File: src/sv/hbg_pkg.sv
package hbg_pkg;

   localparam int MAX_MODULES_DEF = 16;
   localparam int MAX_RESULTS     = 16;
   localparam int REP_W           = $clog2(MAX_RESULTS + 1);
   localparam int ID_W            = 16;
   localparam int TICK_W          = 16;
   localparam logic [TICK_W-1:0] TIMEOUT_DEF = TICK_W'(100);
   localparam logic [TICK_W-1:0] TICK_SAT    = {TICK_W{1'b1}};

   typedef enum logic [1:0] {
      OP_TICK       = 2'd0,
      OP_REGISTER   = 2'd1,
      OP_UNREGISTER = 2'd2,
      OP_RESET_CNT  = 2'd3
   } op_type;

   typedef enum logic [1:0] {
      ST_OK        = 2'd0,
      ST_FULL      = 2'd1,
      ST_NOT_FOUND = 2'd2
   } status_type;

   typedef enum logic {
      CSR_GUARD_ENABLE  = 1'b0,
      CSR_TIMEOUT_TICKS = 1'b1
   } csr_index_type;

   // one table slot
   typedef struct packed {
      logic [ID_W-1:0]   id;
      logic [TICK_W-1:0] cnt;
   } entry_type;

   // what the head evaluator tells the sequencer about the slot passing by
   typedef struct packed {
      entry_type upd;
      logic      hit;
      logic      report;
   } head_result_type;

endpackage

File: src/sv/heartbeat_guard_table_top.sv
// Channel | Dir | Handshake             | Word
// req     | in  | req_valid/req_ready   | req_op, req_module_id
// rsp     | out | rsp_valid/rsp_ready   | rsp_kind, rsp_status, rsp_module_id_res,
//         |     |                       | rsp_silent_ticks, rsp_last
// csr     | in  | csr_valid/csr_ready   | csr_index, csr_wdata
//
// Every item except a disabled tick is accepted, then rotates the cell ring
// once past the head evaluator, then finishes.
// Output stalls freeze the ring.
// Synchronous active-high reset clears the entry count and the sequencer and
// sets the config registers to their defaults; cell contents are left undefined.
// A disabled tick is accepted and dropped, and gives no word.
module heartbeat_guard_table_top #(
   parameter int MAX_MODULES = hbg_pkg::MAX_MODULES_DEF
) (
   input  logic                       clock,
   input  logic                       reset,
   // item channel
   input  logic                       req_valid,
   output logic                       req_ready,
   input  logic [1:0]                 req_op,
   input  logic [hbg_pkg::ID_W-1:0]   req_module_id,
   // result channel
   output logic                       rsp_valid,
   input  logic                       rsp_ready,
   output logic                       rsp_kind,
   output logic [1:0]                 rsp_status,
   output logic [hbg_pkg::ID_W-1:0]   rsp_module_id_res,
   output logic [hbg_pkg::TICK_W-1:0] rsp_silent_ticks,
   output logic                       rsp_last,
   // config channel
   input  logic                       csr_valid,
   output logic                       csr_ready,
   input  logic                       csr_index,
   input  logic [hbg_pkg::TICK_W-1:0] csr_wdata
);
   import hbg_pkg::*;

   localparam int STEP_W   = (MAX_MODULES > 1) ? $clog2(MAX_MODULES) : 1;
   localparam int CNT_W    = $clog2(MAX_MODULES + 1);
   // lookahead cell used while compacting after a removal
   localparam int NEXT_IDX = (MAX_MODULES > 1) ? 1 : 0;
   localparam logic [STEP_W-1:0] STEP_LAST = STEP_W'(MAX_MODULES - 1);
   localparam logic [CNT_W-1:0]  CNT_FULL  = CNT_W'(MAX_MODULES);

   typedef enum logic [2:0] {
      S_IDLE  = 3'b001,
      S_WALK  = 3'b010,
      S_FLUSH = 3'b100
   } state_type;

   // control state
   state_type         state_ff, state_in;
   logic [STEP_W-1:0] step_ff, step_in;
   logic [CNT_W-1:0]  count_ff, count_in;
   logic              found_ff, found_in;
   logic [REP_W-1:0]  nrep_ff, nrep_in;
   logic              pend_valid_ff, pend_valid_in;
   logic              enable_ff;
   logic [TICK_W-1:0] timeout_ff;
   logic              rsp_valid_ff;

   // latched item and pending timeout report (payload)
   op_type            op_ff, op_in;
   logic [ID_W-1:0]   id_ff, id_in;
   logic [ID_W-1:0]   pend_id_ff, pend_id_in;
   logic [TICK_W-1:0] pend_cnt_ff, pend_cnt_in;

   // output register payload
   logic              kind_ff;
   logic [1:0]        status_ff;
   logic [ID_W-1:0]   oid_ff;
   logic [TICK_W-1:0] oticks_ff;
   logic              last_ff;

   logic              out_load;
   logic              out_kind;
   status_type        out_status;
   logic [ID_W-1:0]   out_id;
   logic [TICK_W-1:0] out_ticks;
   logic              out_last;
   logic              out_free;

   logic              shift_en;
   logic              push_needed;
   logic              in_range;
   logic              at_append;
   logic              full;
   entry_type         cell_q [MAX_MODULES];
   entry_type         tail_d;
   head_result_type   head_res;

   assign out_free  = !rsp_valid_ff || rsp_ready;
   assign in_range  = CNT_W'(step_ff) < count_ff;
   assign at_append = CNT_W'(step_ff) == count_ff;
   assign full      = count_ff == CNT_FULL;

   // ring of slots: cell i takes cell i+1, the last cell takes the
   // evaluated head (or, while compacting, the head's successor)
   for (genvar gi = 0; gi < MAX_MODULES; gi++) begin : g_cell
      entry_type d_sel;
      if (gi == MAX_MODULES - 1) begin : g_tail
         assign d_sel = tail_d;
      end else begin : g_mid
         assign d_sel = cell_q[gi+1];
      end
      hbg_cell u_cell (
         .clock    (clock),
         .shift_en (shift_en),
         .d_in     (d_sel),
         .q        (cell_q[gi])
      );
   end

   hbg_head u_head (
      .head      (cell_q[0]),
      .op        (op_ff),
      .req_id    (id_ff),
      .in_range  (in_range),
      .at_append (at_append),
      .full      (full),
      .found     (found_ff),
      .rep_ok    (nrep_ff < REP_W'(MAX_RESULTS)),
      .threshold (timeout_ff),
      .res       (head_res)
   );

   // from the removed slot on, every slot takes its successor's entry
   assign tail_d = ((op_ff == OP_UNREGISTER) && (found_ff || head_res.hit))
                   ? cell_q[NEXT_IDX] : head_res.upd;

   assign push_needed = head_res.report && pend_valid_ff;

   always_comb begin
      state_in      = state_ff;
      step_in       = step_ff;
      count_in      = count_ff;
      found_in      = found_ff;
      nrep_in       = nrep_ff;
      pend_valid_in = pend_valid_ff;
      pend_id_in    = pend_id_ff;
      pend_cnt_in   = pend_cnt_ff;
      op_in         = op_ff;
      id_in         = id_ff;
      shift_en      = 1'b0;
      out_load      = 1'b0;
      out_kind      = 1'b0;
      out_status    = ST_OK;
      out_id        = id_ff;
      out_ticks     = '0;
      out_last      = 1'b1;
      case (state_ff)
         S_IDLE: begin
            if (req_valid) begin
               op_in = op_type'(req_op);
               id_in = req_module_id;
               if (!((op_type'(req_op) == OP_TICK) && !enable_ff)) begin
                  state_in      = S_WALK;
                  step_in       = '0;
                  found_in      = 1'b0;
                  nrep_in       = '0;
                  pend_valid_in = 1'b0;
               end
            end
         end
         S_WALK: begin
            // a new report pushes the held one out; hold the ring if blocked
            if (!push_needed || out_free) begin
               shift_en = 1'b1;
               step_in  = step_ff + STEP_W'(1);
               if (head_res.hit) begin
                  found_in = 1'b1;
               end
               if (head_res.report) begin
                  nrep_in       = nrep_ff + REP_W'(1);
                  pend_valid_in = 1'b1;
                  pend_id_in    = cell_q[0].id;
                  pend_cnt_in   = head_res.upd.cnt;
               end
               if (push_needed) begin
                  out_load  = 1'b1;
                  out_kind  = 1'b1;
                  out_id    = pend_id_ff;
                  out_ticks = pend_cnt_ff;
                  out_last  = 1'b0;
               end
               if (step_ff == STEP_LAST) begin
                  state_in = S_FLUSH;
               end
            end
         end
         S_FLUSH: begin
            if (op_ff == OP_TICK) begin
               if (!pend_valid_ff) begin
                  state_in = S_IDLE;
               end else if (out_free) begin
                  out_load  = 1'b1;
                  out_kind  = 1'b1;
                  out_id    = pend_id_ff;
                  out_ticks = pend_cnt_ff;
                  state_in  = S_IDLE;
               end
            end else if (out_free) begin
               out_load = 1'b1;
               state_in = S_IDLE;
               case (op_ff)
                  OP_REGISTER: begin
                     if (full) begin
                        out_status = ST_FULL;
                     end else begin
                        count_in = count_ff + CNT_W'(1);
                     end
                  end
                  OP_UNREGISTER: begin
                     if (found_ff) begin
                        count_in = count_ff - CNT_W'(1);
                     end else begin
                        out_status = ST_NOT_FOUND;
                     end
                  end
                  default: begin
                     if (!found_ff) begin
                        out_status = ST_NOT_FOUND;
                     end
                  end
               endcase
            end
         end
         default: begin
            state_in = S_IDLE;
         end
      endcase
   end

   always_ff @(posedge clock) begin
      if (reset) begin
         state_ff      <= S_IDLE;
         step_ff       <= '0;
         count_ff      <= '0;
         found_ff      <= 1'b0;
         nrep_ff       <= '0;
         pend_valid_ff <= 1'b0;
         rsp_valid_ff  <= 1'b0;
         enable_ff     <= 1'b0;
         timeout_ff    <= TIMEOUT_DEF;
      end else begin
         state_ff      <= state_in;
         step_ff       <= step_in;
         count_ff      <= count_in;
         found_ff      <= found_in;
         nrep_ff       <= nrep_in;
         pend_valid_ff <= pend_valid_in;
         if (out_load) begin
            rsp_valid_ff <= 1'b1;
         end else if (rsp_ready) begin
            rsp_valid_ff <= 1'b0;
         end
         if (csr_valid) begin
            case (csr_index_type'(csr_index))
               CSR_GUARD_ENABLE:  enable_ff  <= csr_wdata[0];
               CSR_TIMEOUT_TICKS: timeout_ff <= csr_wdata;
               default:           enable_ff  <= enable_ff;
            endcase
         end
      end
   end

   always_ff @(posedge clock) begin
      op_ff       <= op_in;
      id_ff       <= id_in;
      pend_id_ff  <= pend_id_in;
      pend_cnt_ff <= pend_cnt_in;
      if (out_load) begin
         kind_ff   <= out_kind;
         status_ff <= out_status;
         oid_ff    <= out_id;
         oticks_ff <= out_ticks;
         last_ff   <= out_last;
      end
   end

   assign req_ready         = (state_ff == S_IDLE);
   assign csr_ready         = 1'b1;
   assign rsp_valid         = rsp_valid_ff;
   assign rsp_kind          = kind_ff;
   assign rsp_status        = status_ff;
   assign rsp_module_id_res = oid_ff;
   assign rsp_silent_ticks  = oticks_ff;
   assign rsp_last          = last_ff;

endmodule

File: src/sv/hbg_cell.sv
// One table slot in the ring; takes its neighbor's entry on each shift.
module hbg_cell (
   input  logic               clock,
   input  logic               shift_en,
   input  hbg_pkg::entry_type d_in,
   output hbg_pkg::entry_type q
);
   import hbg_pkg::*;

   entry_type store_ff;

   always_ff @(posedge clock) begin
      if (shift_en) begin
         store_ff <= d_in;
      end
   end

   assign q = store_ff;

endmodule

File: src/sv/hbg_head.sv
// Evaluates the entry sitting in the head cell for the current operation.
module hbg_head (
   input  hbg_pkg::entry_type             head,
   input  hbg_pkg::op_type                op,
   input  logic [hbg_pkg::ID_W-1:0]       req_id,
   input  logic                           in_range,
   input  logic                           at_append,
   input  logic                           full,
   input  logic                           found,
   input  logic                           rep_ok,
   input  logic [hbg_pkg::TICK_W-1:0]     threshold,
   output hbg_pkg::head_result_type       res
);
   import hbg_pkg::*;

   logic              match;
   logic [TICK_W-1:0] cnt_inc;

   assign match   = in_range && !found && (head.id == req_id)
                    && (op inside {OP_UNREGISTER, OP_RESET_CNT});
   assign cnt_inc = (head.cnt == TICK_SAT) ? head.cnt : head.cnt + TICK_W'(1);

   always_comb begin
      res.upd    = head;
      res.hit    = match;
      res.report = 1'b0;
      case (op)
         OP_TICK: begin
            if (in_range) begin
               res.upd.cnt = cnt_inc;
               res.report  = rep_ok && (cnt_inc >= threshold);
            end
         end
         OP_REGISTER: begin
            if (at_append && !full) begin
               res.upd.id  = req_id;
               res.upd.cnt = '0;
            end
         end
         OP_RESET_CNT: begin
            if (match) begin
               res.upd.cnt = '0;
            end
         end
         default: begin
            res.upd = head;
         end
      endcase
   end

endmodule
File: config.mk
export PLATFORM = sky130hd
export DESIGN_NAME = heartbeat_guard_table_top
export DESIGN_NICKNAME = d
export VERILOG_FILES = /design/src/sv/hbg_pkg.sv /design/src/sv/heartbeat_guard_table_top.sv /design/src/sv/hbg_cell.sv /design/src/sv/hbg_head.sv
export SDC_FILE = /design/constraint.sdc
export NUM_CORES = 1
export LEC_CHECK = 0
export BUFFER_PORTS_ARGS = -buffer_cell sky130_fd_sc_hd__buf_2
export CORE_ASPECT_RATIO = 1.5
export CORE_MARGIN = 2
export CORE_UTILIZATION = 35
export CTS_BUF_LIST = sky130_fd_sc_hd__clkbuf_16
export DETAILED_ROUTE_END_ITERATION = 16
export HOLD_SLACK_MARGIN = 0.06
export SYNTH_ARGS = -nofsm -noshare
export SYNTH_HDL_FRONTEND = slang
export SYNTH_HIERARCHICAL = 1
export SYNTH_SLANG_ARGS = --single-unit
File: constraint.sdc
create_clock -name clock -period 53.9 [get_ports clock]
set_clock_uncertainty 0.1 [all_clocks]
set_input_delay 0 -clock clock [delete_from_list [all_inputs] [get_ports clock]]
set_output_delay 0 -clock clock [all_outputs]
set_load 0.05 [all_outputs]
Word level (Yosys, flattened, before mapping):

Cells that the tools add are included.

* register bits: 635
* output and inout port bits: 39
* logic and storage cells: 179

* add/subtract/negate cells: 5
* order comparisons: 3
* equality and inequality tests: 19
* multiplexer cells: 65
* bitwise gates (word level): 4
* reductions and logical operators: 33

Operators with widths (number)
* $mux 16: 14
* $mux 32: 2
* $pmux 16 s2: 2
* $pmux 16 s3: 1
* $mux 5: 6
* $mux 3: 7
* $mux 1: 20
* $pmux 5 s2: 2
* $add 16x1->16 const B: 1
* $eq 16x16->1: 1
* $eq 16x16->1 const B: 1
* $ge 16x16->1: 1
* $ne 2x2->1 const B: 7
* $mux 4: 3
* $add 5x1->5 const B: 2
* $reduce_and 5->1: 2
* $pmux 3 s3: 1
* $logic_and 1x1->1: 8
* $pmux 1 s2: 4
* $pmux 4 s2: 1
* $reduce_and 2->1: 4
* $reduce_and 4->1: 2
* $reduce_bool 2->1: 4
* $reduce_and 6->1: 1
* other kinds (20): 32

Logic depth before layout (Yosys ltp):

Gate-level depths: netlist (run 1).

* depth after elaboration: 12
* depth in mapped cells: 17

Hierarchy:

The synthesis (run 1) kept the hierarchy.

Modules (own cells, without submodules)
* hbg_cell: instances 16, cells each 32, area each 960.9 um^2
* heartbeat_guard_table_top: instances 1, cells each 386, area each 5163.7 um^2
* hbg_head: instances 1, cells each 226, area each 1691.6 um^2

Worst setup path after synthesis (run 1):

No wires, ideal clock.

* path kind: flip-flop to flip-flop
* from: register g_cell[0].u_cell.store_ff, in the netlist g_cell[0].u_cell/q[4]
* to: register found_ff
* setup time: 131 ps
* arrival: 21043 ps
* required time: 53669 ps
* slack: 32627 ps
* stages on the path, launching flop included: 17
* path buffers: 1
* clock period less this slack: 21273 ps
* cell sequence: edfxtp_1 > buf_2 > nand4_4 > nor3_4 > nand3_1 > xnor2_1 > nand2_1 > ha_1 > a21o_1 > a21o_1 > a21o_1 > a211oi_1 > a21oi_1 > nand4b_1 > and2_0 > o21ai_0 > a21oi_1

RTL lines
* start: declaration: line hbg_cell.sv:10 `entry_type store_ff;`
* start signal: assignment: line hbg_cell.sv:14 `store_ff <= d_in;`
* end signal: assignment: line heartbeat_guard_table_top.sv:250 `found_ff <= found_in;`
* end: declaration: line heartbeat_guard_table_top.sv:56 `logic found_ff, found_in;`

==> flow_summary.toml, run 1 <==
[critical_path]
reg2regPathDepth = 15
crit_path_end_kind = "register"
start_kind = "register"
cp_cell_sequence = "nand4_4 -> nor3_4 -> nand3_1 -> xnor2_1 -> nand2_1 -> ha_1 -> a21o_1 -> a21o_1 -> a21o_1 -> a211oi_1 -> a21oi_1 -> nand4b_1 -> and2_4 -> buf_4 -> buf_12"
cpMostUsedCell = "a21o_1"
cp-startpoint = "g_cell[0].u_cell/q[3]$_DFFE_PP_"
max_stage_delay_ps = 700
cp_slowest_cell = "buf_4"
worstPathMaxFanout = 201
worstReg2RegEnd = "g_cell[7].u_cell/q[25]$_DFFE_PP_"
r2r_start = "g_cell[0].u_cell/q[3]$_DFFE_PP_"
crit_end = "g_cell[7].u_cell/q[25]$_DFFE_PP_"
path_class = "register to register"
r2r_slack_ps = 48130
cp.required_ps = 54020
cp.arrival_ps = 5890

[grt]
antenna_found_initial = 0
grt_first_pass_wirelength_mm = 60.8
grt_pass1_vias = 10223
grt_max_degree = 206
overflow = 0
grt_usage = 0.122

[synthesis]
yosys-top-cells-count = "edfxtp_1 (598), mux2_2 (67), nand2_1 (55)"
synth_ff_type = "edfxtp_1"
yosysMostFrequentCell = "edfxtp_1"
synth_cell_type_count = 79
ys_ff_latch = 635
netlist.area_leader.share = 0.808
synth_nets = 1192
syn_area_per_cell_um2 = 19.8
synth_area_leaders = "edfxtp_1 (81%), mux2_2 (3.4%), dfxtp_1 (3.3%)"
synth_area_leader_cell = "edfxtp_1"
netlist_area_um2 = 22200
ys_seq_area_frac = 0.841
synth-edff-count = 598
ys_async_sr_fraction = 0
synthCells = 1124
ys_warn_count = 6

[cts]
numClockSinks = 635
cts-root-buf = "clkbuf_16"
htree_levels = 2
cts-buffers-inserted = 57
insertion_delay_ps = 620
clock_path_buffers = 3
ctsHoldBuffers = 96
post-cts-setup-buffers = 0
cts_tree = "done"
path_clk_slew_ps = 70
cts_resized = 0

[die]
num_rows = 113
io_pins = 79
start_util = 0.353
die_h_um = 313
coreArea_um2 = 63100
die_w_um = 210
die_area_um2 = 65600

[sta]
worstMarginPinSlew_ps = 1130
tns_ps = 0
holdWs_ps = 297
slew-limit-headroom = 0.250
fin_crit_ps = 5770
finalSetupViolations = 0
hold_viol = 0
rsz0062_at_grt = "no"
max_freq_mhz = 173
setup_ws_ps = 48130
slew_viol_final = 0
fin_crit_sh = 0.107

[placement]
place_ws_ps = 48150
dpl.hpwl_mm = 23.7
place.gp.congestion = 0.788
portBuffers = 77
dp.cells = 1989

[detailed_routing]
wirelength_mm = 39.9
drt_iter0_drc = 792
via_count = 10194
ant_nets = 0
drc = 0
post_drt_wl_per_cell_um = 18.2
dr.pass1.iters = 5
viasPerCell = 4.66

[hold_path]
min_from = "g_cell[14].u_cell/q[10]$_DFFE_PP_"
hold_class = "register to register"

[power_and_ir_drop]
power_uw = 983
p_leak_uw = 0.00877
p_per_area_nw_per_um2 = 37.2
vdd_drop_max_mv = 0.0328

[layout]
fin_nets = 1407
final_cells = 2188
drive_above_1_share = 0.192
area_growth_pct = 18.8
n_antenna_cell = 0

[job]
max-cap-violations = 0

[run_status]
status = "finished clean"
cell families (layout without fill, tap and decap cells):
kind of cell	Yosys count	count (layout)	share of synthesized area
flip-flops	635	635	0.841
AND/OR/NAND/NOR	179	179	0.0464
AO/OA/AOI/OAI	107	107	0.0330
multiplexers	71	71	0.0357
buffers and inverters	66	325	0.0132
XOR/XNOR	37	37	0.0146
adder cells (fa/ha/maj)	28	28	0.0158
other	1	1	0.000169
layout by cell type (no fill, tap or decap), types with 4 or more instances in the layout:
| master | netlist | layout |
|---|---|---|
| edfxtp_1 | 598 | 598 |
| dlygate4sd3_1 | 0 | 96 |
| buf_2 | 9 | 77 |
| mux2_2 | 67 | 67 |
| clkbuf_16 | 0 | 57 |
| nand2_1 | 55 | 55 |
| inv_1 | 39 | 46 |
| a21oi_1 | 38 | 38 |
| dfxtp_1 | 37 | 37 |
| ha_1 | 28 | 28 |
| nor2_1 | 23 | 22 |
| xnor2_1 | 22 | 22 |
| and2_1 | 20 | 20 |
| nand3_1 | 16 | 16 |
| xor2_1 | 15 | 15 |
| clkinv_2 | 0 | 12 |
| clkinv_1 | 0 | 12 |
| nand4_1 | 9 | 9 |
| o21ai_0 | 9 | 9 |
| and3_1 | 7 | 7 |
| buf_4 | 5 | 7 |
| nor2b_1 | 6 | 6 |
| a21o_1 | 6 | 6 |
| a211oi_1 | 6 | 6 |
| bufinv_16 | 0 | 6 |
| nand2b_1 | 5 | 5 |
| a31oi_1 | 5 | 5 |
| mux2i_1 | 4 | 4 |
where the power goes:
part	switching (µW)	internal, µW
Sequential	4.85	548
Combinational	18.0	12.8
Clock	177	222
worst min path at each step:
stage                                                    to  slack [ps]  cells past startpoint
final                     g_cell[13].u_cell/q[10]$_DFFE_PP_         300                      0
after global routing       g_cell[3].u_cell/q[17]$_DFFE_PP_         300                      0
after CTS                             found_ff$_SDFFE_PP0P_         280                      5
after detailed placement                 id_ff[5]$_DFFE_PP_          80                      1
after global placement                   id_ff[8]$_DFFE_PP_          80                      1
after floorplan                          id_ff[0]$_DFFE_PP_          -1                      0
area by class of cell:
type / instances / area, µm²
Clock inverter: 46 / 420
Timing Repair Buffer: 182 / 1440
Multi-Input combinational cell: 423 / 3260
Sequential cell: 635 / 18700
Inverter: 40 / 150
Tap cell: 805 / 1010
Fill cell: 5523 / 36700
Clock buffer: 57 / 1430
flip-flops by register name, indices dropped and copies added (netlist names), 2 cells and up:
name,count
rsp_silent_ticks,16
timeout_ff,16
g_cell.u_cell/q,512
op_ff,2
step_ff,4
count_ff,5
id_ff,16
pend_id_ff,16
state_ff,3
pend_cnt_ff,16
nrep_ff,5
rsp_module_id_res,16
rsp_status,2
stage by stage:
step / instance area, µm² / utilization
after detailed placement: 23600 / 0.374
after CTS: 26400 / 0.419
after floorplan: 22200 / -
after global routing: 26400 / 0.419
final: 26400 / 0.419
after global placement: 23600 / 0.374
routing by layer:
layer | up-vias | part of all wire | wire length (µm) | track usage
met3 | 79 | 0.042 | 1670 | 0.0230
met1 | 5145 | 0.44 | 17800 | 0.161
met2 | 210 | 0.47 | 18900 | 0.196
li1 | 4760 | - | - | -
met5 | - | 0 | 0 | 0
met4 | 0 | 0.039 | 1560 | 0.0540
worst max-delay path, delay by kind of cell, from the launching register on:
kind                     cells  cell delay (ps)
AND/OR/NAND/NOR              6             1590
buffers and inverters        2             1380
AO/OA/AOI/OAI                5              970
flip-flops                   1              560
adder cells (fa/ha/maj)      1              290
XOR/XNOR                     1              170
No activity file was read; power rests on OpenSTA's default activity.
==> run 2: changes to the inputs <==
--- a/config.mk
+++ b/config.mk
@@ -5,6 +5,7 @@
 export SDC_FILE = /design/constraint.sdc
 export NUM_CORES = 1
 export LEC_CHECK = 0
+export ABC_AREA = 1
 export BUFFER_PORTS_ARGS = -buffer_cell sky130_fd_sc_hd__buf_2
 export CORE_ASPECT_RATIO = 1.5
 export CORE_MARGIN = 2
==> constraint.sdc (replaced) <==
create_clock -name clock -period 5.8 [get_ports clock]
set_clock_uncertainty 0.1 [all_clocks]
set_input_delay 0 -clock clock [delete_from_list [all_inputs] [get_ports clock]]
set_output_delay 0 -clock clock [all_outputs]
set_load 0.05 [all_outputs]
==> run 2 against run 1 <==
  * Clock power increased to 10 times the previous value
  * Synthesized cell count increased by 20%
  * Worst hold slack got worse by 220 ps
  * Critical path depth increased by 8
  * Utilization increased by 0.24 points
  * Synthesized area increased by 1.3%
  * Setup slack got worse by 47000 ps
  * Clock-buffer cell count increased by 13
  * Routed wire length increased by 0.26%
  * Power increased to 11 times the previous value
  * Critical endpoint is now pend_valid_ff$_SDFFE_PP0P_
  * Largest cell class unchanged
  * Largest power group unchanged
==> flow_summary.toml, run 2 <==
[detailed_routing]
drt_iter0_drc = 868
ant_nets = 0
viasPerCell = 4.58
wirelength_mm = 40.0
via_count = 10989
drc = 0
dr.pass1.iters = 6
post_drt_wl_per_cell_um = 16.7

[cts]
htree_levels = 3
clock_path_buffers = 3
post-cts-setup-buffers = 0
insertion_delay_ps = 590
cts_resized = 0
cts-buffers-inserted = 66
cts_tree = "done"
numClockSinks = 635
cts-root-buf = "clkbuf_16"
path_clk_slew_ps = 60
ctsHoldBuffers = 58

[die]
start_util = 0.355
coreArea_um2 = 63500
die_w_um = 211
die_h_um = 315
io_pins = 79
die_area_um2 = 66400
num_rows = 113

[synthesis]
yosysMostFrequentCell = "edfxtp_1"
synth_ff_type = "edfxtp_1"
synthCells = 1352
syn_area_per_cell_um2 = 16.7
ys_ff_latch = 635
yosys-top-cells-count = "edfxtp_1 (598), nand2_1 (213), inv_1 (115)"
synth_cell_type_count = 43
synth-edff-count = 598
synth_area_leader_cell = "edfxtp_1"
ys_async_sr_fraction = 0
netlist.area_leader.share = 0.798
synth_nets = 1420
netlist_area_um2 = 22500
synth_area_leaders = "edfxtp_1 (80%), nand2_1 (3.6%), dfxtp_1 (3.3%)"
ys_seq_area_frac = 0.830
ys_warn_count = 6

[sta]
hold_viol = 0
holdWs_ps = 82.3
fin_crit_ps = 4770
rsz0062_at_grt = "no"
finalSetupViolations = 0
slew-limit-headroom = 0.300
fin_crit_sh = 0.823
max_freq_mhz = 210
slew_viol_final = 0
worstMarginPinSlew_ps = 1050

[placement]
place_area_um2 = 24000
portBuffers = 77
place.gp.congestion = 0.845
dpl.hpwl_mm = 23.9

[power_and_ir_drop]
p_leak_uw = 0.00962
power_frac_seq = 0.539
power_uw = 10500
vdd_drop_max_mv = 0.254
p_int_uw = 8170
power_switching_uw = 2370
swShare = 0.225
pwr-share-clk = 0.386
p_per_area_nw_per_um2 = 394
combinationalPowerShare = 0.074

[grt]
grt_usage = 0.122
antenna_found_initial = 7
grt_max_degree = 195
grt_pass1_vias = 10949
overflow = 0
grt_first_pass_wirelength_mm = 62.5

[critical_path]
worstPathMaxFanout = 22
critPathBufInv = 7
critPathTopFamily = "simple AND/OR/NAND/NOR gates"
cp.arrival_ps = 5200
max_stage_delay_ps = 860
r2r_slack_ps = 1030
path_class = "register to register"
start_kind = "register"
cp.required_ps = 6230
cp_slowest_cell = "nor3_4"
crit_path_end_kind = "register"
cp_cell_sequence = "ha_2 -> nand2_1 -> inv_1 -> nand2_2 -> clkinv_2 -> nand3_2 -> nand3b_4 -> nand2_2 -> ha_4 -> nand2_1 -> inv_1 -> nand3_1 -> nor3_1 -> nand3_1 -> nand3_1 -> nand2_1 -> inv_2 -> inv_1 -> nor3_4 -> buf_12 -> a21oi_1 -> nor2_1 -> dlygate4sd3_1"

[layout]
layout_commonest_cell = "edfxtp_1"
area_growth_pct = 18.7
utilization = 0.421
drive_above_1_share = 0.170
fin_nets = 1610
final_cell_area_um2 = 26700
layout.cells.most_common_list = "edfxtp_1 (598), nand2_1 (211), inv_1 (130)"
largest_reg_flops = 512

[hold_path]
hold_class = "primary input to register"

[job]
max-cap-violations = 0

[run_status]
status = "finished clean"
[run 2: cell count changes in the layout (fill, tap and decap cells not counted), moves of 12 or more]
cell           delta
o21ai_0          +37
nor2_2           +12
dlygate4sd3_1    -38
nand3_1          +15
and2_1           -20
mux2_2           -30
nor2_1           +57
clkbuf_16        +13
xnor2_1          -17
nand2_1         +156
inv_1            +84
[run 2: through the flow]
stage          setup TNS [ps]  cells  setup WS [ps]
2_1_floorplan        -2741080   1352          -5830
3_3_place_gp                0   2221           1210
3_5_place_dp                0   2221           1080
4_1_cts                     0   2396            902
5_1_grt                     0   2398            637
6_report                    0   2398           1030
[run 2: worst paths after layout]
path	startpoint	endpoint	depth (start not counted)
setup / recovery	g_cell[0].u_cell/q[1]$_DFFE_PP_	pend_valid_ff$_SDFFE_PP0P_	23
hold / removal	req_module_id[11]	id_ff[11]$_DFFE_PP_	2
setup reg to reg	g_cell[0].u_cell/q[1]$_DFFE_PP_	pend_valid_ff$_SDFFE_PP0P_	23
hold reg to reg	g_cell[12].u_cell/q[10]$_DFFE_PP_	g_cell[11].u_cell/q[10]$_DFFE_PP_	0
[run 2: logic make-up after synthesis]
family / share of synthesized area
DFF: 0.830
and+or+nand+nor: 0.0772
buffers and inverters: 0.0258
AOI/OAI and AO/OA: 0.0237
muxes: 0.0185
adders and majority gates: 0.0156
xor gates and xnor gates: 0.00856
other: 0.000167
[run 2: power by group through the flow]
stage	registers, µW	clock network (µW)	logic [µW]
after floorplan	5830	0	523
after global placement	5770	0	743
after detailed placement	5770	0	761
after CTS	5690	4200	792
after global routing	5720	4360	877
final	5680	4070	785
[run 2: area by class of cell]
type                            instances  area (µm²)
Fill cell                            5588       36700
Timing Repair Buffer                  145        1090
Tap cell                              805        1010
Clock inverter                         47         347
Clock buffer                           70        1750
Inverter                              118         447
Multi-Input combinational cell        576        3390
Antenna cell                            2        5.00
Sequential cell                       635       18700
[run 2: routing by layer]
metal,vias up,global-route usage,wire length (µm)
met4,4,0.0456,835
met2,276,0.185,18200
li1,5234,-,-
met3,62,0.0250,2110
met1,5413,0.175,18800
met5,-,0,26
